## src/hw/rtl/damsu_pkg.sv

```systemverilog
// Shared constants, widths and types of the dual ADC moving average scaler.
`default_nettype none

package damsu_pkg;

	// Window geometry and sample format.
	localparam int unsigned WINDOW_LEN  = 10;
	localparam int unsigned SAMPLE_BITS = 12;
	localparam int unsigned FULL_SCALE  = (1 << SAMPLE_BITS) - 1;

	localparam int unsigned SUM_W  = $clog2(WINDOW_LEN * FULL_SCALE + 1);
	localparam int unsigned SLOT_W = (WINDOW_LEN > 1) ? $clog2(WINDOW_LEN) : 1;
	localparam int unsigned FILL_W = $clog2(WINDOW_LEN + 1);
	localparam int unsigned WORD_W = 2 * SAMPLE_BITS;

	// Register widths.
	localparam int unsigned VREF_W  = 13;
	localparam int unsigned RATIO_W = 16;
	localparam int unsigned DROP_W  = 10;
	localparam int unsigned OFFS_W  = 10;
	localparam int unsigned RATIO_FRAC = 12;

	// Register reset values.
	localparam logic [VREF_W-1:0]  VREF_RST  = VREF_W'(3300);
	localparam logic [RATIO_W-1:0] RATIO_RST = RATIO_W'(26438);
	localparam logic [DROP_W-1:0]  DROP_RST  = DROP_W'(400);
	localparam logic [OFFS_W-1:0]  OFFS_RST  = OFFS_W'(500);

	// Register map.
	localparam int unsigned PADDR_W   = 4;
	localparam int unsigned PDATA_W   = 32;
	localparam int unsigned REG_IDX_W = 2;
	localparam logic [REG_IDX_W-1:0] REG_VREF  = 2'd0;
	localparam logic [REG_IDX_W-1:0] REG_RATIO = 2'd1;
	localparam logic [REG_IDX_W-1:0] REG_DROP  = 2'd2;
	localparam logic [REG_IDX_W-1:0] REG_OFFS  = 2'd3;

	// Datapath widths.
	localparam int unsigned DIV_D  = WINDOW_LEN * FULL_SCALE;
	localparam int unsigned HALF_D = DIV_D / 2;
	localparam int unsigned D_W    = $clog2(DIV_D + 1);
	localparam int unsigned P1_W   = SUM_W + VREF_W;
	localparam int unsigned P2_W   = P1_W + RATIO_W;
	localparam int unsigned OFF_W  = OFFS_W + D_W;
	localparam int unsigned X_W    = P1_W + 5;
	localparam int unsigned BR_W   = X_W + RATIO_FRAC;
	localparam longint unsigned BATT_ROUND = longint'(DIV_D) << (RATIO_FRAC - 1);

	// Divide by DIV_D through a reciprocal: the dividend is cut to its top bits,
	// multiplied by floor(2^X_W / DIV_D), and the estimate is corrected by at most two.
	localparam int unsigned XS_SH  = D_W - 1;
	localparam int unsigned XS_W   = X_W - XS_SH;
	localparam longint unsigned DIV_M = (64'd1 << X_W) / DIV_D;
	localparam int unsigned M_W    = $clog2(DIV_M + 1);
	localparam int unsigned PR_W   = XS_W + M_W;
	localparam int unsigned Q_W    = XS_W;
	localparam int unsigned QD_W   = Q_W + D_W;

	// Result format and saturation limits.
	localparam int unsigned OUT_W      = 17;
	localparam int unsigned BATT_MAX   = 131071;
	localparam int unsigned TEMP_MAX   = 50000;
	localparam int unsigned TEMP_MIN_M = 20000;
	localparam int unsigned TEMP_SCALE = 10;

	typedef struct packed {
		logic [VREF_W-1:0]  vref_mv;
		logic [RATIO_W-1:0] divider_ratio_q12;
		logic [DROP_W-1:0]  diode_drop_mv;
		logic [OFFS_W-1:0]  sensor_offset_mv;
	} cfg_t;

	typedef struct packed {
		logic             valid;
		logic [SUM_W-1:0] bsum;
		logic [SUM_W-1:0] tsum;
		logic             full;
	} win_stat_t;

	typedef struct packed {
		logic           valid;
		logic           tag;
		logic [X_W-1:0] x;
	} div_req_t;

	typedef struct packed {
		logic           valid;
		logic           tag;
		logic [Q_W-1:0] q;
	} div_rsp_t;

endpackage

`default_nettype wire

```

## src/hw/rtl/damsu_regs.sv

```systemverilog
// Configuration register file behind the APB-style port.
`default_nettype none

module damsu_regs
	import damsu_pkg::*;
(
	input  wire logic               clk,
	input  wire logic               arst_n,
	input  wire logic               psel,
	input  wire logic               penable,
	input  wire logic               pwrite,
	input  wire logic [PADDR_W-1:0] paddr,
	input  wire logic [PDATA_W-1:0] pwdata,
	output logic      [PDATA_W-1:0] prdata,
	output logic                    pready,
	output cfg_t                    cfg
);

	logic                 wen;
	logic [REG_IDX_W-1:0] idx;
	cfg_t                 cfg_q;

	assign wen    = psel & penable & pwrite;
	assign idx    = paddr[PADDR_W-1:2];
	assign pready = 1'b1;
	assign cfg    = cfg_q;

	always_ff @(posedge clk or negedge arst_n) begin
		if (!arst_n) begin
			cfg_q.vref_mv           <= VREF_RST;
			cfg_q.divider_ratio_q12 <= RATIO_RST;
			cfg_q.diode_drop_mv     <= DROP_RST;
			cfg_q.sensor_offset_mv  <= OFFS_RST;
		end else if (wen) begin
			unique case (idx)
				REG_VREF:  cfg_q.vref_mv           <= pwdata[VREF_W-1:0];
				REG_RATIO: cfg_q.divider_ratio_q12 <= pwdata[RATIO_W-1:0];
				REG_DROP:  cfg_q.diode_drop_mv     <= pwdata[DROP_W-1:0];
				REG_OFFS:  cfg_q.sensor_offset_mv  <= pwdata[OFFS_W-1:0];
			endcase
		end
	end

	always_comb begin
		unique case (idx)
			REG_VREF:  prdata = PDATA_W'(cfg_q.vref_mv);
			REG_RATIO: prdata = PDATA_W'(cfg_q.divider_ratio_q12);
			REG_DROP:  prdata = PDATA_W'(cfg_q.diode_drop_mv);
			REG_OFFS:  prdata = PDATA_W'(cfg_q.sensor_offset_mv);
		endcase
	end

endmodule

`default_nettype wire

```

## src/hw/rtl/damsu_window.sv

```systemverilog
// Sample ring memory and running sums for both channels.
`default_nettype none

module damsu_window
	import damsu_pkg::*;
(
	input  wire logic                   clk,
	input  wire logic                   arst_n,
	input  wire logic                   accept,
	input  wire logic [SAMPLE_BITS-1:0] battery_sample,
	input  wire logic [SAMPLE_BITS-1:0] thermistor_sample,
	output win_stat_t                   stat
);

	logic [WORD_W-1:0]      ring [WINDOW_LEN];
	logic [WORD_W-1:0]      rd_q;
	logic [SAMPLE_BITS-1:0] bnew_s1;
	logic [SAMPLE_BITS-1:0] tnew_s1;
	logic                   upd_s1;
	logic [SLOT_W-1:0]      slot_q;
	logic [FILL_W-1:0]      fill_q;
	logic [SUM_W-1:0]       bsum_q;
	logic [SUM_W-1:0]       tsum_q;
	logic                   full_q;
	logic                   valid_q;
	logic [SAMPLE_BITS-1:0] bold;
	logic [SAMPLE_BITS-1:0] told;
	logic                   filling;
	logic [FILL_W-1:0]      fill_nxt;

	// Until the window has wrapped once, the slot being overwritten was never
	// written and counts as zero.
	assign filling  = (fill_q < FILL_W'(WINDOW_LEN));
	assign bold     = filling ? '0 : rd_q[WORD_W-1:SAMPLE_BITS];
	assign told     = filling ? '0 : rd_q[SAMPLE_BITS-1:0];
	assign fill_nxt = filling ? fill_q + 1'b1 : fill_q;

	// The read is issued when the item is taken and the write follows in the next
	// cycle; the next item cannot arrive before that write, so no forwarding.
	always_ff @(posedge clk) begin
		if (accept) begin
			rd_q <= ring[slot_q];
		end
		if (upd_s1) begin
			ring[slot_q] <= {bnew_s1, tnew_s1};
		end
	end

	always_ff @(posedge clk) begin
		if (accept) begin
			bnew_s1 <= battery_sample;
			tnew_s1 <= thermistor_sample;
		end
	end

	always_ff @(posedge clk or negedge arst_n) begin
		if (!arst_n) begin
			upd_s1  <= 1'b0;
			valid_q <= 1'b0;
			slot_q  <= '0;
			fill_q  <= '0;
			bsum_q  <= '0;
			tsum_q  <= '0;
			full_q  <= 1'b0;
		end else begin
			upd_s1  <= accept;
			valid_q <= upd_s1;
			if (upd_s1) begin
				bsum_q <= bsum_q - SUM_W'(bold) + SUM_W'(bnew_s1);
				tsum_q <= tsum_q - SUM_W'(told) + SUM_W'(tnew_s1);
				slot_q <= (slot_q == SLOT_W'(WINDOW_LEN - 1)) ? '0 : slot_q + 1'b1;
				fill_q <= fill_nxt;
				full_q <= (fill_nxt == FILL_W'(WINDOW_LEN));
			end
		end
	end

	assign stat.valid = valid_q;
	assign stat.bsum  = bsum_q;
	assign stat.tsum  = tsum_q;
	assign stat.full  = full_q;

endmodule

`default_nettype wire

```

## src/hw/rtl/damsu_cdiv.sv

```systemverilog
// Three-stage pipelined divider by the window full-scale constant.
`default_nettype none

module damsu_cdiv
	import damsu_pkg::*;
(
	input  wire logic clk,
	input  wire logic arst_n,
	input  div_req_t  req,
	output div_rsp_t  rsp
);

	localparam logic [M_W-1:0] MUL_C = M_W'(DIV_M);
	localparam logic [X_W-1:0] D1_C  = X_W'(DIV_D);
	localparam logic [X_W-1:0] D2_C  = X_W'(2 * DIV_D);

	logic [PR_W-1:0] prod_s1;
	logic [X_W-1:0]  x_s1;
	logic            tag_s1;
	logic            v_s1;
	logic [Q_W-1:0]  qest_s2;
	logic [QD_W-1:0] qd_s2;
	logic [X_W-1:0]  x_s2;
	logic            tag_s2;
	logic            v_s2;
	logic [Q_W-1:0]  q_s3;
	logic            tag_s3;
	logic            v_s3;
	logic [Q_W-1:0]  qest;
	logic [X_W-1:0]  rem;

	assign qest = prod_s1[XS_W +: Q_W];
	assign rem  = x_s2 - qd_s2[X_W-1:0];

	always_ff @(posedge clk) begin
		prod_s1 <= PR_W'(req.x[X_W-1:XS_SH]) * PR_W'(MUL_C);
		x_s1    <= req.x;
		tag_s1  <= req.tag;
		qest_s2 <= qest;
		qd_s2   <= QD_W'(qest) * QD_W'(DIV_D);
		x_s2    <= x_s1;
		tag_s2  <= tag_s1;
		tag_s3  <= tag_s2;
		// The estimate is low by at most two.
		if (rem >= D2_C) begin
			q_s3 <= qest_s2 + Q_W'(2);
		end else if (rem >= D1_C) begin
			q_s3 <= qest_s2 + Q_W'(1);
		end else begin
			q_s3 <= qest_s2;
		end
	end

	always_ff @(posedge clk or negedge arst_n) begin
		if (!arst_n) begin
			v_s1 <= 1'b0;
			v_s2 <= 1'b0;
			v_s3 <= 1'b0;
		end else begin
			v_s1 <= req.valid;
			v_s2 <= v_s1;
			v_s3 <= v_s2;
		end
	end

	assign rsp.valid = v_s3;
	assign rsp.tag   = tag_s3;
	assign rsp.q     = q_s3;

endmodule

`default_nettype wire

```

## src/hw/rtl/damsu_scale.sv

```systemverilog
// Scaling of the averaged sums to millivolts and centidegrees.
`default_nettype none

module damsu_scale
	import damsu_pkg::*;
(
	input  wire logic             clk,
	input  wire logic             arst_n,
	input  win_stat_t             stat,
	input  cfg_t                  cfg,
	output logic                  res_valid,
	output logic [OUT_W-1:0]      res_batt,
	output logic [OUT_W-1:0]      res_temp
);

	logic [P1_W-1:0]  pb_s1;
	logic [P1_W-1:0]  pt_s1;
	logic [OFF_W-1:0] off_s1;
	logic             v_s1;
	logic [P2_W-1:0]  pb_s2;
	logic [P1_W:0]    d_s2;
	logic             v_s2;
	logic [X_W-1:0]   xb_s3;
	logic [X_W-1:0]   xt_s3;
	logic             neg_s3;
	logic             v_s3;
	logic             v_s4;
	logic [Q_W-1:0]   qb_q;
	logic             res_valid_q;
	logic [OUT_W-1:0] batt_q;
	logic [OUT_W-1:0] temp_q;

	logic [BR_W-1:0]  brnd;
	logic [P1_W:0]    dneg;
	logic [P1_W-1:0]  dmag;
	logic [X_W-1:0]   dmag_x;
	logic [Q_W:0]     bsum;
	logic [Q_W-1:0]   tmag;
	logic [OUT_W-1:0] tmag_o;
	div_req_t         dreq;
	div_rsp_t         drsp;

	assign brnd   = BR_W'(pb_s2) + BR_W'(BATT_ROUND);
	assign dneg   = -d_s2;
	assign dmag   = d_s2[P1_W] ? dneg[P1_W-1:0] : d_s2[P1_W-1:0];
	assign dmag_x = X_W'(dmag);

	always_ff @(posedge clk) begin
		if (stat.valid) begin
			pb_s1  <= P1_W'(stat.bsum) * P1_W'(cfg.vref_mv);
			pt_s1  <= P1_W'(stat.tsum) * P1_W'(cfg.vref_mv);
			off_s1 <= OFF_W'(cfg.sensor_offset_mv) * OFF_W'(DIV_D);
		end
		if (v_s1) begin
			pb_s2 <= P2_W'(pb_s1) * P2_W'(cfg.divider_ratio_q12);
			d_s2  <= {1'b0, pb_s1[P1_W-1:0] & '0} | ({1'b0, pt_s1} - (P1_W + 1)'(off_s1));
		end
		if (v_s2) begin
			// Battery: round half up, then drop the Q12 fraction.
			xb_s3  <= brnd[BR_W-1:RATIO_FRAC];
			// Temperature: ten times the magnitude, round half away from zero.
			xt_s3  <= (dmag_x << 3) + (dmag_x << 1) + X_W'(HALF_D);
			neg_s3 <= d_s2[P1_W];
		end
		if (drsp.valid && !drsp.tag) begin
			qb_q <= drsp.q;
		end
		if (drsp.valid && drsp.tag) begin
			batt_q <= (bsum > (Q_W + 1)'(BATT_MAX)) ? OUT_W'(BATT_MAX) : bsum[OUT_W-1:0];
			temp_q <= neg_s3 ? (OUT_W'(0) - tmag_o) : tmag_o;
		end
	end

	always_ff @(posedge clk or negedge arst_n) begin
		if (!arst_n) begin
			v_s1        <= 1'b0;
			v_s2        <= 1'b0;
			v_s3        <= 1'b0;
			v_s4        <= 1'b0;
			res_valid_q <= 1'b0;
		end else begin
			v_s1        <= stat.valid;
			v_s2        <= v_s1;
			v_s3        <= v_s2;
			v_s4        <= v_s3;
			res_valid_q <= drsp.valid & drsp.tag;
		end
	end

	// The battery quotient goes first, the temperature quotient in the cycle after.
	assign dreq.valid = v_s3 | v_s4;
	assign dreq.tag   = v_s4;
	assign dreq.x     = v_s3 ? xb_s3 : xt_s3;

	damsu_cdiv u_cdiv (
		.clk    (clk),
		.arst_n (arst_n),
		.req    (dreq),
		.rsp    (drsp)
	);

	always_comb begin
		bsum = (Q_W + 1)'(qb_q) + (Q_W + 1)'(cfg.diode_drop_mv);
		if (neg_s3) begin
			tmag = (drsp.q > Q_W'(TEMP_MIN_M)) ? Q_W'(TEMP_MIN_M) : drsp.q;
		end else begin
			tmag = (drsp.q > Q_W'(TEMP_MAX)) ? Q_W'(TEMP_MAX) : drsp.q;
		end
		tmag_o = OUT_W'(tmag);
	end

	assign res_valid = res_valid_q;
	assign res_batt  = batt_q;
	assign res_temp  = temp_q;

endmodule

`default_nettype wire

```

## src/hw/rtl/dual_adc_moving_average_scaler_unit.sv

```systemverilog
// Top level of the dual ADC moving average scaler.
//
// Each input item carries one battery count and one temperature sensor count.
// Both counts enter a ten-deep ring per channel held in one synchronous memory;
// the running sums drop the oldest count and add the new one. The averaged
// battery count is scaled to millivolts through vref and the Q4.12 divider
// ratio plus the diode drop, and the temperature count to hundredths of a
// degree; both results saturate. window_full rises once ten items have entered.
// Both channels use a valid/ready handshake. One item is worked on at a time:
// a new item can be taken in the cycle after the result enters the output
// register, so the block does not take a new item until it is through with
// the last one. The time per item is set by the ring read-modify-write, the
// two multiply stages and the shared three-stage divider, which handles the
// battery quotient and then the temperature quotient in the following cycle.
// While the receiver stalls, the output register holds its item and a
// finished result waits in the scaler; no further item is taken.
// Reset clears the sums, the ring pointer and fill count, and restores the
// register defaults; ring entries not yet written count as zero.
`default_nettype none

module dual_adc_moving_average_scaler_unit
	import damsu_pkg::*;
(
	input  wire logic                   clk,
	input  wire logic                   arst_n,
	input  wire logic                   psel,
	input  wire logic                   penable,
	input  wire logic                   pwrite,
	input  wire logic [PADDR_W-1:0]     paddr,
	input  wire logic [PDATA_W-1:0]     pwdata,
	output logic      [PDATA_W-1:0]     prdata,
	output logic                        pready,
	input  wire logic                   in_valid,
	output logic                        in_ready,
	input  wire logic [SAMPLE_BITS-1:0] battery_sample,
	input  wire logic [SAMPLE_BITS-1:0] thermistor_sample,
	output logic                        out_valid,
	input  wire logic                   out_ready,
	output logic      [OUT_W-1:0]       battery_mv,
	output logic signed [OUT_W-1:0]     temperature_centi_c,
	output logic                        window_full
);

	cfg_t             cfg;
	win_stat_t        stat;
	logic             accept;
	logic             busy_q;
	logic             pend_q;
	logic             out_valid_q;
	logic [OUT_W-1:0] batt_q;
	logic [OUT_W-1:0] temp_q;
	logic             full_q;
	logic             res_valid;
	logic [OUT_W-1:0] res_batt;
	logic [OUT_W-1:0] res_temp;
	logic             have_res;
	logic             load;

	assign in_ready = ~busy_q;
	assign accept   = in_valid & in_ready;

	damsu_regs u_regs (
		.clk     (clk),
		.arst_n  (arst_n),
		.psel    (psel),
		.penable (penable),
		.pwrite  (pwrite),
		.paddr   (paddr),
		.pwdata  (pwdata),
		.prdata  (prdata),
		.pready  (pready),
		.cfg     (cfg)
	);

	damsu_window u_window (
		.clk               (clk),
		.arst_n            (arst_n),
		.accept            (accept),
		.battery_sample    (battery_sample),
		.thermistor_sample (thermistor_sample),
		.stat              (stat)
	);

	damsu_scale u_scale (
		.clk       (clk),
		.arst_n    (arst_n),
		.stat      (stat),
		.cfg       (cfg),
		.res_valid (res_valid),
		.res_batt  (res_batt),
		.res_temp  (res_temp)
	);

	// The scaler keeps its result registers until the next item finishes, so a
	// result that meets a full output register only needs a pending flag.
	assign have_res = res_valid | pend_q;
	assign load     = have_res & (~out_valid_q | out_ready);

	always_ff @(posedge clk or negedge arst_n) begin
		if (!arst_n) begin
			busy_q      <= 1'b0;
			pend_q      <= 1'b0;
			out_valid_q <= 1'b0;
		end else begin
			pend_q <= have_res & ~load;
			if (accept) begin
				busy_q <= 1'b1;
			end else if (load) begin
				busy_q <= 1'b0;
			end
			if (load) begin
				out_valid_q <= 1'b1;
			end else if (out_ready) begin
				out_valid_q <= 1'b0;
			end
		end
	end

	// The window status stays put until the next item, which waits for this load.
	always_ff @(posedge clk) begin
		if (load) begin
			batt_q <= res_batt;
			temp_q <= res_temp;
			full_q <= stat.full;
		end
	end

	assign out_valid           = out_valid_q;
	assign battery_mv          = batt_q;
	assign temperature_centi_c = $signed(temp_q);
	assign window_full         = full_q;

endmodule

`default_nettype wire

```

## config.mk

```make
export PLATFORM = sky130hd
export DESIGN_NAME = dual_adc_moving_average_scaler_unit
export DESIGN_NICKNAME = d
export VERILOG_FILES = /design/src/hw/rtl/damsu_pkg.sv /design/src/hw/rtl/damsu_regs.sv /design/src/hw/rtl/damsu_window.sv /design/src/hw/rtl/damsu_cdiv.sv /design/src/hw/rtl/damsu_scale.sv /design/src/hw/rtl/dual_adc_moving_average_scaler_unit.sv
export SDC_FILE = /design/constraint.sdc
export NUM_CORES = 2
export LEC_CHECK = 0
export BUFFER_PORTS_ARGS = -buffer_cell sky130_fd_sc_hd__buf_2
export CORE_ASPECT_RATIO = 1.2
export CORE_MARGIN = 3
export CORE_UTILIZATION = 54
export DETAILED_ROUTE_END_ITERATION = 6
export PLACE_DENSITY_LB_ADDON = 0.15
export REMOVE_ABC_BUFFERS = 1
export SYNTH_ARGS = -nofsm -noshare
export SYNTH_HDL_FRONTEND = slang
export SYNTH_SLANG_ARGS = --single-unit
```

## constraint.sdc

```tcl
create_clock -name clk -period 21.5 [get_ports clk]
set_input_delay 1.075 -clock clk [delete_from_list [all_inputs] [get_ports clk]]
set_output_delay 1.075 -clock clk [all_outputs]
set_load 0.01 [all_outputs]
```

After elaboration in Yosys (flattened, before gate mapping)
Memories as Yosys holds them, arrays and structs flattened. A register that Yosys moved wholly into a read port is not among the register bits.
Index checks and enable logic that the tools add are counted.
Storage, ports and cells
  flip-flop bits (word level): 620
  latch bits: 0
  memory bits (writable): 240
  bits in read-only memories: 0
  input port bits: 67
  output and inout port bits: 70
  logic and storage cells: 122
  memories: 1
Memory list
  u_window.ring: words 10, width 24, rd ports 1, clocked after Yosys merged registers in 1, write ports 1, line damsu_window.sv:15  | logic [WORD_W-1:0] ring [WINDOW_LEN];
Cells by class
  $add $sub $neg: 16
  $mul: 6
  div/mod/pow operators: 0
  order comparisons: 6
  equality and inequality tests: 5
  shifts and indexed selects: 0
  mux-type cells: 19
  bitwise operators: 12
  reductions and logical operators: 10
Operators by type and width (number)
  $pmux 32 s4: 1
  $mux 17: 4
  $mul 16x13->29: 2
  $add 45x27->46 const B: 1
  $mul 29x16->45: 1
  $mux 19: 2
  $mul 19x17->36 const B: 1
  $add 34x15->34 const B: 1
  $ge 34x16->1 const B: 1
  $ge 34x17->1 const B: 1
  $mux 34: 1
  $sub 34x34->34: 1
  $add 32x30->33: 1
  $mul 19x15->33 const B: 1
  $add 16x12->16: 2
  $sub 16x12->16: 2
  $sub 29x26->30: 1
  $mux 29: 1
  $neg 29->29: 1
  $mul 10x15->25 const B: 1
  $mux 12: 2
  $add 19x10->20: 1
  $gt 20x17->1 const B: 1
  $add 19x1->19 const B: 1
  other kinds (19): 42

Logic depth before layout (Yosys ltp)
  depth after elaboration: 5
  gate-level depth with buffers: 26
  depth with buffers taken out: 25

Hierarchy
Synthesis repeated with hierarchy kept, for this count alone.
Unflattened totals
  cells, all modules: 7464
  area, all modules: 79993.0 um^2
Modules (own cells, without submodules)
  damsu_scale: times used 1, cells an instance 4533, area each 44001.0 um^2, sequential area each 8112.8 um^2
  damsu_cdiv: times used 1, cells an instance 1776, area each 17668.2 um^2, sequential area each 3238.1 um^2
  damsu_window: times used 1, cells an instance 957, area each 14764.2 um^2, sequential area each 9724.3 um^2
  damsu_regs: times used 1, cells an instance 150, area each 2382.3 um^2, sequential area each 1255.0 um^2
  dual_adc_moving_average_scaler_unit: times used 1, cells an instance 48, area each 1177.4 um^2, sequential area each 1126.1 um^2

Least setup slack after synthesis
OpenSTA, ideal clock, no wires.
  path kind: reg2reg
  start: register u_scale.v_s3
  end: register u_scale.u_cdiv.prod_s1[27]
  data arrival time: 6753 ps
  data required time: 21428 ps
  slack: 14675 ps
  stages on the path, launching flop included: 26
  buffers on the path: 2
  period minus slack after synthesis: 6825 ps
  cells stage by stage: dfrtp_1 -> clkbuf_1 -> clkbuf_1 -> mux2i_1 -> inv_1 -> ha_1 -> fa_1 -> inv_1 -> fa_1 -> inv_1 -> fa_1 -> inv_1 -> fa_1 -> inv_1 -> fa_1 -> ha_1 -> a21o_1 -> a21o_1 -> o21ai_0 -> a31oi_1 -> o21a_1 -> or4_1 -> a31oi_1 -> inv_1 -> a21oi_1 -> xnor2_1
RTL lines
  start: declaration: line damsu_scale.sv:26  | logic v_s3;
  start signal: assignment: line damsu_scale.sv:84  | v_s3 <= v_s2;
  end signal: assignment: line damsu_cdiv.sv:36  | prod_s1 <= PR_W'(req.x[X_W-1:XS_SH]) * PR_W'(MUL_C);
  end: declaration: line damsu_cdiv.sv:17  | logic [PR_W-1:0] prod_s1;

Worst setup path in the final report
  start: register u_regs.cfg_q, in the netlist u_regs.cfg[21]
  end: register u_scale.pb_s2[34] (data pin)
Between the ends
  cells in the longest elaborated chain, start to end: 1
RTL lines
  start: declaration: line damsu_regs.sv:21  | cfg_t cfg_q;
  $mul 29x16->45: line damsu_scale.sv:55  | pb_s2 <= P2_W'(pb_s1) * P2_W'(cfg.divider_ratio_q12);
  end signal: assignment: line damsu_scale.sv:55
  end: declaration: line damsu_scale.sv:20  | logic [P2_W-1:0] pb_s2;
No other way between the ends.
A chain may end at the register's enable or synchronous reset.

==> flow_metrics.tcl <==
set metrics [dict create \
    ys_seq_area_frac 0.299 \
    hold_violations 0 \
    nets 9152 \
    portBuffers 101 \
    fill_cells 12121 \
    dp_hpwl_um 145000 \
    numCtsBuffers 93 \
    hp-class "in2async" \
    netlist.area_leader.share 0.258 \
    path_max_fanout 31 \
    status "completed" \
    grt_use_total 0.253 \
    antenna_found_initial 10 \
    start_util 0.546 \
    ys_top_cells_by_area "fa_1 26%, edfxtp_1 23%, ha_1 12%, inv_1 6.6%, dfxtp_1 4.0%" \
    drtIter0Drc 2824 \
    viasPerCell 5.46 \
    synth_flop_cell "edfxtp_1" \
    htree_num_levels 3 \
    regArea_sq_um 23500 \
    wl_per_cell_um 19.8 \
    die_y_um 424 \
    setup_tns_ns 0 \
    ys_types 91 \
    drt-total-wl_um 185000 \
    clock_latency_ns 0.74 \
    syn_avg_cell_area_sq_um 10.7 \
    rsz0062_at_grt "false" \
    critPathKind "reg2reg" \
    synth_commonest_cells "1379 x inv_1, 1012 x fa_1, 737 x nand2_1" \
    cts-root-buf "clkbuf_16" \
    yosysWarnings 0 \
    critPathArrivalTime_ns 8.76 \
    clock_skew_ns 0.0592 \
    period_needed_ns 8.33 \
    cts_resized 0 \
    maxClockFrequency_mhz 120 \
    vias 51050 \
    drv_cap 0 \
    post_synth_inst_count 7308 \
    drt-pass1-iter-count 6 \
    core_area_sq_um 144000 \
    cp.required_ns 21.93 \
    area_growth_pct 7.25 \
    synth_edf_count 589 \
    fp.dieArea_sq_um 150000 \
    setup-violations-final 0 \
    holdBufCountCts 0 \
    worst_pin_slew_ns 1.17 \
    die_w_um 354 \
    grt_max_degree 69 \
    drc 0 \
    antenna_left 0 \
    fin_crit_sh 0.387 \
    final_layout_size_suffix_gt1_frac 0.0706 \
    grt_overflow 0 \
    cts_setup_buffers 0 \
    endpoint_kind "flop" \
    clock_sinks 850 \
    multi_input_area_sq_um 49000 \
    grt_pass1_vias 54640 \
    async_reset_ff_frac 0.121 \
    netlist_area_sq_um 78500 \
    final_max_slew_viol_count 0 \
    grt_pass1_wl_um 298000 \
    path_clk_slew_ns 0.07 \
    max-clock-path-buffers 3 \
    synth_top_area_cell "fa_1" \
    yosys_register_bits 850 \
    crit_path_start_kind "flop" \
    io-pin-count 137 \
    yosysMostFrequentCell "inv_1" \
    max_slew_margin 0.219 \
    cts_tree "built" \
    routabilityCongestion 0.922 \
    rows 152 \
]
==> cells in the final DEF (no fill, tap or decap), types with 158 or more instances in the layout <==
master	instances
inv_1	1379
fa_1	1012
nand2_1	737
ha_1	729
edfxtp_1	589
and2_1	399
a21oi_1	244
xnor2_1	224
nor2_1	193
dfxtp_1	158
==> routing by layer <==
layer	GRT usage	wire length [um]
met1	0.315	74600
met4	0.0883	6530
met2	0.446	93800
met5	0	54
met3	0.0417	10100
==> state kept, by name (all words and copies together) (netlist names), 19 cells and up <==
signal / cells
u_scale.pb_s2: 33
u_scale.pt_s1: 29
u_scale.pb_s1: 29
u_scale.d_s2: 30
u_scale.u_cdiv.prod_s1: 20
u_scale.xb_s3: 33
u_scale.u_cdiv.qd_s2: 32
u_scale.u_cdiv.x_s1: 32
u_window.rd_q: 24
u_regs.cfg: 49
u_scale.qb_q: 19
u_scale.u_cdiv.qest_s2: 19
u_scale.u_cdiv.x_s2: 33
u_scale.xt_s3: 33
u_scale.u_cdiv.q_s3: 19
u_scale.off_s1: 25
u_window.ring: 240
==> path summary, 6_finish.rpt <==
kind,from,end,slack [ns],cells past startpoint
worst max-delay path,u_regs.cfg[21],u_scale.pb_s2[34],13.17,21
worst min-delay path,arst_n,u_scale.u_cdiv.v_s2,0.17,1
worst max register to register,u_regs.cfg[21],u_scale.pb_s2[34],13.17,21
worst min register to register,u_scale.u_cdiv.x_s1[30],u_scale.u_cdiv.x_s2[30],0.32,0
max in group asynchronous,arst_n,u_regs.cfg[2],19.74,3
min in group clk,u_scale.u_cdiv.x_s1[30],u_scale.u_cdiv.x_s2[30],0.32,0
==> worst max-delay path, stage by stage, from the launching register on <==
cell       delay (ns)
dfstp_2          1.13
nand2_1          0.19
fa_1             0.54
fa_1             0.53
fa_1             0.52
inv_1            0.05
fa_1             0.49
fa_1             0.49
inv_1            0.05
fa_1             0.48
inv_1            0.04
ha_1             0.31
a2111oi_0        0.53
o21a_1           0.20
a21oi_1          0.23
a41oi_1          0.54
a211oi_1         0.22
or2_2            0.36
a21oi_1          0.31
o22ai_1          0.22
o41ai_1          0.45
xnor2_1          0.12
==> kinds of logic after synthesis <==
kind of cell,Yosys count,share of synthesized area
and+or+nand+nor,1765,0.110
adders and majority gates,1741,0.374
buffers and inverters,1618,0.0785
DFF,850,0.299
AOI/OAI and AO/OA,812,0.0669
xor gates and xnor gates,337,0.0376
muxes,183,0.0337
other,2,0.0000957
==> cell type report <==
class,instances,share of cell area
antenna,5,0.000149
clock buffer,114,0.0291
clock inverter,61,0.00829
inverter,1379,0.0615
multi-input combinational,4856,0.582
sequential,850,0.279
tap,1925,0.0286
timing repair buffer,164,0.0117
==> stage by stage <==
step / setup WS [ns] / hold slack [ns] / std cells / utilization / area (sq um)
3_3_place_gp: 13.25 / 0.312 / 9174 / 0.564 / 81000
6_report: 13.17 / 0.168 / 9354 / 0.586 / 84200
5_1_grt: 12.66 / 0.126 / 9350 / 0.586 / 84200
4_1_cts: 13.17 / 0.109 / 9349 / 0.586 / 84200
2_1_floorplan: 14.54 / 0.310 / 7085 / - / 77600
3_5_place_dp: 13.25 / 0.312 / 9174 / 0.564 / 81000
Power is not shown: default switching activity piles up to over one toggle a cycle in this logic, so the estimate is an artifact.
